**src/sv/rwdd_pkg.sv**
```systemverilog
`default_nettype none

package rwdd_pkg;

  // Field widths of the sample word and the configuration port.
  localparam int TIME_W    = 24;
  localparam int COLOR_W   = 8;
  localparam int DROP_W    = 8;
  localparam int CFG_IDX_W = 2;
  localparam int CFG_DAT_W = 24;

  // Default geometry of the ring and the windows.
  localparam int DEF_RING_SLOTS   = 36;
  localparam int DEF_WINDOW       = 12;
  localparam int DEF_SLOT_DIVIDER = 4;

  // Register indexes.
  localparam logic [CFG_IDX_W-1:0] REG_START_TIME      = 2'd0;
  localparam logic [CFG_IDX_W-1:0] REG_DROP_PER_SAMPLE = 2'd1;

  // Register reset values.
  localparam logic [TIME_W-1:0] START_TIME_RST      = 24'd3000;
  localparam logic [DROP_W-1:0] DROP_PER_SAMPLE_RST = 8'd10;

  // Commands from the controller to the datapath.
  typedef struct packed {
    logic load;       // latch the incoming sample word
    logic mul1;       // time times reciprocal of the slot divider
    logic mul2;       // quotient times reciprocal of the ring size
    logic slot_calc;  // remainder gives the ring slot
    logic wr;         // write the ring, set up the read pointer, clear the sum
    logic rd_en;      // read one ring slot
    logic rd_old;     // this read belongs to the oldest window
    logic rd_switch;  // last read of the newest window
    logic fin_load;   // load the result register
  } cmd_t;

  // Status from the datapath to the controller.
  typedef struct packed {
    logic late;       // sample time has reached the start time
  } status_t;

endpackage

`default_nettype wire

```
**src/sv/rwdd_ctrl.sv**
```systemverilog
`default_nettype none

module rwdd_ctrl #(
  parameter int WINDOW = rwdd_pkg::DEF_WINDOW
) (
  input  wire logic              clk_i,
  input  wire logic              rst_ni,
  input  wire logic              in_valid_i,
  output logic                   in_ready_o,
  output logic                   out_valid_o,
  input  wire logic              out_ready_i,
  input  wire rwdd_pkg::status_t status_i,
  output rwdd_pkg::cmd_t         cmd_o
);

  localparam int CNW = $clog2(2 * WINDOW + 1);
  localparam logic [CNW-1:0] RD_LAST  = CNW'(2 * WINDOW);
  localparam logic [CNW-1:0] NEW_LAST = CNW'(WINDOW - 1);
  localparam logic [CNW-1:0] OLD_FRST = CNW'(WINDOW);

  typedef enum logic [2:0] {
    ST_IDLE,
    ST_MUL1,
    ST_MUL2,
    ST_SLOT,
    ST_WRITE,
    ST_SUM,
    ST_CMP
  } state_e;

  state_e         state_q;
  logic [CNW-1:0] cnt_q;
  logic           out_valid_q;

  assign in_ready_o  = (state_q == ST_IDLE);
  assign out_valid_o = out_valid_q;

  // Command decode from the current state.
  always_comb begin
    cmd_o           = '0;
    cmd_o.load      = (state_q == ST_IDLE) && in_valid_i;
    cmd_o.mul1      = (state_q == ST_MUL1);
    cmd_o.mul2      = (state_q == ST_MUL2);
    cmd_o.slot_calc = (state_q == ST_SLOT);
    cmd_o.wr        = (state_q == ST_WRITE);
    cmd_o.rd_en     = (state_q == ST_SUM) && (cnt_q < RD_LAST);
    cmd_o.rd_old    = (cnt_q >= OLD_FRST);
    cmd_o.rd_switch = (cnt_q == NEW_LAST);
    cmd_o.fin_load  = (state_q == ST_CMP) && (!out_valid_q || out_ready_i);
  end

  // Sequencer, read counter and output word valid.
  always_ff @(posedge clk_i or negedge rst_ni) begin
    if (!rst_ni) begin
      state_q     <= ST_IDLE;
      cnt_q       <= '0;
      out_valid_q <= 1'b0;
    end else begin
      if (cmd_o.fin_load) begin
        out_valid_q <= 1'b1;
      end else if (out_ready_i) begin
        out_valid_q <= 1'b0;
      end
      unique case (state_q)
        ST_IDLE: begin
          if (in_valid_i) begin
            state_q <= ST_MUL1;
          end
        end
        ST_MUL1:  state_q <= ST_MUL2;
        ST_MUL2:  state_q <= ST_SLOT;
        ST_SLOT:  state_q <= ST_WRITE;
        ST_WRITE: begin
          cnt_q   <= '0;
          state_q <= status_i.late ? ST_SUM : ST_CMP;
        end
        ST_SUM: begin
          if (cnt_q == RD_LAST) begin
            state_q <= ST_CMP;
          end else begin
            cnt_q <= cnt_q + CNW'(1);
          end
        end
        ST_CMP: begin
          if (!out_valid_q || out_ready_i) begin
            state_q <= ST_IDLE;
          end
        end
        default: state_q <= ST_IDLE;
      endcase
    end
  end

endmodule

`default_nettype wire

```
**config.mk**
```make
export PLATFORM = sky130hd
export DESIGN_NAME = rwdd_ctrl
export DESIGN_NICKNAME = d
export VERILOG_FILES = /design/src/sv/rwdd_pkg.sv /design/src/sv/rwdd_ctrl.sv
export SDC_FILE = /design/constraint.sdc
export NUM_CORES = 1
export LEC_CHECK = 0
export BUFFER_PORTS_ARGS = -buffer_cell sky130_fd_sc_hd__buf_2
export CORE_MARGIN = 2
export CORE_UTILIZATION = 40
export DETAILED_ROUTE_END_ITERATION = 10
export GPL_TIMING_DRIVEN = 0
export PLACE_DENSITY_LB_ADDON = 0.08
export SETUP_SLACK_MARGIN = 0.02
export SYNTH_ARGS = -nofsm -noshare
export SYNTH_HDL_FRONTEND = slang
export SYNTH_SLANG_ARGS = --single-unit
```
**constraint.sdc**
```tcl
create_clock -name clk_i -period 1.65 [get_ports clk_i]
set_input_delay 0.2475 -clock clk_i [delete_from_list [all_inputs] [get_ports clk_i]]
set_output_delay 0.2475 -clock clk_i [all_outputs]
set_load 0.005 [all_outputs]
```
==> impl_results.md <==
* Data required time at the worst endpoint at 1.40 ns
* Die width at 42.9 um
* Pin count of the biggest net entering global routing at 11
* First-pass GRT wire length at 2.13 mm
* Layout Cells excl Fill at 102
* Number of enable-type register cells in the synthesized netlist at 0
* Clock tree from TritonCTS: built
* Max clock buf depth at 2
* Startpoint class of the critical path: register
* Final estimated routing congestion in global placement at 0.714
* Area share of the leading cell type in the synthesized netlist at 37.3%
* Total negative setup slack at 0 ns
* Relative max-transition margin at 80.4%
* Ratio of total power to cell area at 1650 nW/um^2
* Number of input and output port buffers inserted at 15
* DR vias at 525
* Number of buffers added by the clock tree synthesis step at 3
* Mapped Avg Cell Area at 9.16 sq um
* Instance count after placement with tap cells included at 97
* Layout Area Growth over Synthesis at 22.8%
* Final critical delay including setup and external delays at 1.53 ns
* Clock Sink Count at 9
* Share of layout cells above drive strength 1 at 33.7%
* Largest cells by area after synthesis: sky130_fd_sc_hd__dfrtp_1 (37%), sky130_fd_sc_hd__buf_2 (4.1%), sky130_fd_sc_hd__ha_1 (4.1%), sky130_fd_sc_hd__nand3_1 (4.1%), sky130_fd_sc_hd__nand3b_4 (3.3%)
* Remaining DRCs at 0
* RSZ-0062 raised after global routing: false
* Primary flip-flop cell chosen by synthesis mapping: sky130_fd_sc_hd__dfrtp_1
* Top cell family by delay on the critical path: flip-flops
* Area of the die at 1840 sq um
* Post-synthesis net count at 73
* Portion of the post-synthesis area used by sequential elements at 37.3%
* Measured slew at the worst slew-check pin at 0.290 ns
* Post-synthesis cell area at 604 sq um
* Largest incremental delay on the critical path at 0.37 ns
* CTS H-Tree Depth at 1
* ANT cells at 0
* Final Max Slew Viols at 0
* Most used standard cells in the synthesized netlist: sky130_fd_sc_hd__dfrtp_1 (9), sky130_fd_sc_hd__buf_2 (5), sky130_fd_sc_hd__nand2_1 (5), sky130_fd_sc_hd__nand3_1 (5), sky130_fd_sc_hd__nor2_1 (4)
* Router iterations before antenna repair at 3
* Starting utilization of the core area at 41.6%
* DRT iter0 DRCs at 3
* Asr flop ratio synth at 100%
* Max VDD drop at 0.811 mV
* Number of different library cells in the post-synthesis netlist at 32
* Worst-path maximum fanout at 10
* HP Class: primary input to register
* Initial antenna violation count at 0
* Achievable frequency at 652 MHz
* Number of synthesized register bits at 9
* Number of global-route vias before repair at 503
* Clock transition at the registers of the reported paths at 0.06 ns
* Slowest library cell on the worst path: sky130_fd_sc_hd__dfrtp_1
* Clock Latency Late Sink at 0.25 ns
* Critical path arrival at 1.29 ns
* Setup violations, final at 0
* Critical path buffers and inverters at 2
* Cells after Synth at 66
* Setup clock skew after layout at 0.00125 ns
* Die H at 42.9 um
* Total routing resource utilization after global routing at 15.7%
* Core area at 1450 sq um
* Worst setup EP type: primary output
* Post-detail-place hpwl at 902 um
* Per-cell via count in the routed design at 5.15
* Residual antenna-violating net count after detailed routing at 0
* Share of the clock period used by the worst path after layout at 93.0%
* Run status: complete, no violations
* Cell taking the most area after synthesis: sky130_fd_sc_hd__dfrtp_1
* Number of buffers inserted to repair setup after CTS at 0
* Routed wirelength normalized by instance count at 12.1 um
* Number of cell rows at 14
* Net count of the finished layout at 94
* Final routed wirelength across all metal layers at 1.23 mm
* Aggregate global routing overflow at 0
* List of cells traversed by the critical path: buf_2, nor3_1, and2_1, buf_2
* Most frequent cell on the critical path: sky130_fd_sc_hd__buf_2
* Count of final hold-check violations at 0
* Number of warnings issued by yosys at 0
* Number of top-level pins at 16
* Critical path start-end classification: register to primary output
* Fill cell instance count of the final layout at 145
* Max-cap check violation count at 0
* Cell with the most instances after synthesis: sky130_fd_sc_hd__dfrtp_1
* Clk Tree Root Cell: sky130_fd_sc_hd__clkbuf_4
* Reported leakage power at 0.398 nW
==> sequential cells by signal (all words and copies together), names as in the netlist <==
| name | cells |
|---|---|
| out_valid_o | 1 |
| cnt_q | 5 |
| state_q | 3 |
==> where the power goes <==
| group | switching, mW | total [mW] | internal [mW] |
|---|---|---|---|
| Clock | 0.0727 | 0.166 | 0.0929 |
| Combinational | 0.372 | 0.707 | 0.335 |
| Sequential | 0.0407 | 0.349 | 0.308 |
| Total | 0.486 | 1.22 | 0.736 |
==> logic make-up (layout without fill, tap and decap cells) <==
family | count (synthesis) | count (layout) | synth area share (%)
AND/OR/NAND/NOR | 33 | 33 | 35.0
AO/OA/AOI/OAI | 13 | 13 | 15.7
flip-flops | 9 | 9 | 37.3
buffers and inverters | 9 | 29 | 7.87
adder cells (fa/ha/maj) | 2 | 2 | 4.14
==> final timing paths <==
| path | slack [ns] | endpoint | from | cells after the start |
|---|---|---|---|---|
| setup / recovery | 0.12 | cmd_o[8] | state_q[2]$_DFFE_PN0P_ | 4 |
| setup reg to reg | 0.15 | cnt_q[2]$_DFFE_PN0P_ | cnt_q[0]$_DFFE_PN0P_ | 5 |
| hold / removal | 0.30 | state_q[1]$_DFFE_PN0P_ | status_i | 3 |
| min in group asynchronous | 0.37 | cnt_q[4]$_DFFE_PN0P_ | rst_ni | 2 |
| max in group asynchronous | 1.10 | cnt_q[1]$_DFFE_PN0P_ | rst_ni | 2 |
| hold reg to reg | 0.54 | out_valid_o$_DFFE_PN0P_ | out_valid_o$_DFFE_PN0P_ | 2 |
==> cells in the final DEF (no fill, tap or decap), types with 2 or more instances in the layout <==
| cell | Yosys | layout |
|---|---|---|
| sky130_fd_sc_hd__inv_1 | 3 | 3 |
| sky130_fd_sc_hd__clkbuf_4 | 0 | 3 |
| sky130_fd_sc_hd__nand3_1 | 5 | 5 |
| sky130_fd_sc_hd__dfrtp_1 | 9 | 9 |
| sky130_fd_sc_hd__nand2b_1 | 2 | 2 |
| sky130_fd_sc_hd__nor2_1 | 4 | 4 |
| sky130_fd_sc_hd__o2bb2ai_1 | 2 | 2 |
| sky130_fd_sc_hd__buf_6 | 1 | 2 |
| sky130_fd_sc_hd__nor3b_1 | 2 | 2 |
| sky130_fd_sc_hd__o21ai_0 | 2 | 2 |
| sky130_fd_sc_hd__a21oi_1 | 2 | 2 |
| sky130_fd_sc_hd__ha_1 | 2 | 2 |
| sky130_fd_sc_hd__a21o_1 | 2 | 2 |
| sky130_fd_sc_hd__nand2_1 | 5 | 5 |
| sky130_fd_sc_hd__buf_2 | 5 | 19 |
| sky130_fd_sc_hd__nor3_1 | 3 | 3 |
==> tightest hold or removal path, stage by stage <==
cell and delay, ns:
sky130_fd_sc_hd__buf_2 0.08, sky130_fd_sc_hd__o21ai_0 0.06, sky130_fd_sc_hd__o211a_1 0.13
==> cell type report <==
type	count	area (sq um)	share of cell area [%]
clock buffers	4	26.3	3.54
inverters	3	11.3	1.52
plain buffers	6	42.5	5.73
flip-flops and latches	9	225	30.4
well taps	16	20.0	2.70
repair buffers	16	85.1	11.5
multi-input cells	48	332	44.7
==> per-layer routing <==
layer | part of all wire, % | global-route usage, % | up-vias
met2 | 45 | 23.6 | 11
met3 | 4.1 | 2.55 | 2
met1 | 50 | 20.1 | 236
met4 | 1.3 | 11.3 | 0
li1 | - | - | 276
met5 | 0 | 0 | -
==> repair_timing <==
| item | 4_1_cts | 5_1_grt |
|---|---|---|
| hold endpoints to repair | 9 | 0 |
| gates resized for setup | 0 | 3 |
| hold buffers | 1 | 0 |
| endpoints found under the setup margin | 0 | 1 |
==> metrics by stage <==
step / area (sq um) / setup WS (ns) / power, mW / util, % / hold WS, ns
6_report: 742 / 0.116 / 1.22 / 51.0 / 0.301
5_1_grt: 742 / 0.0276 / 1.35 / 51.0 / 0.338
4_1_cts: 736 / 0.0717 / 1.22 / 50.6 / 0.293
3_5_place_dp: 699 / 0.190 / 1.04 / 48.1 / 0.115
3_3_place_gp: 699 / 0.191 / 1.03 / 48.1 / 0.111
2_1_floorplan: 604 / 0.263 / 0.851 / - / -0.0481
(Power assumes the default switching activity.)
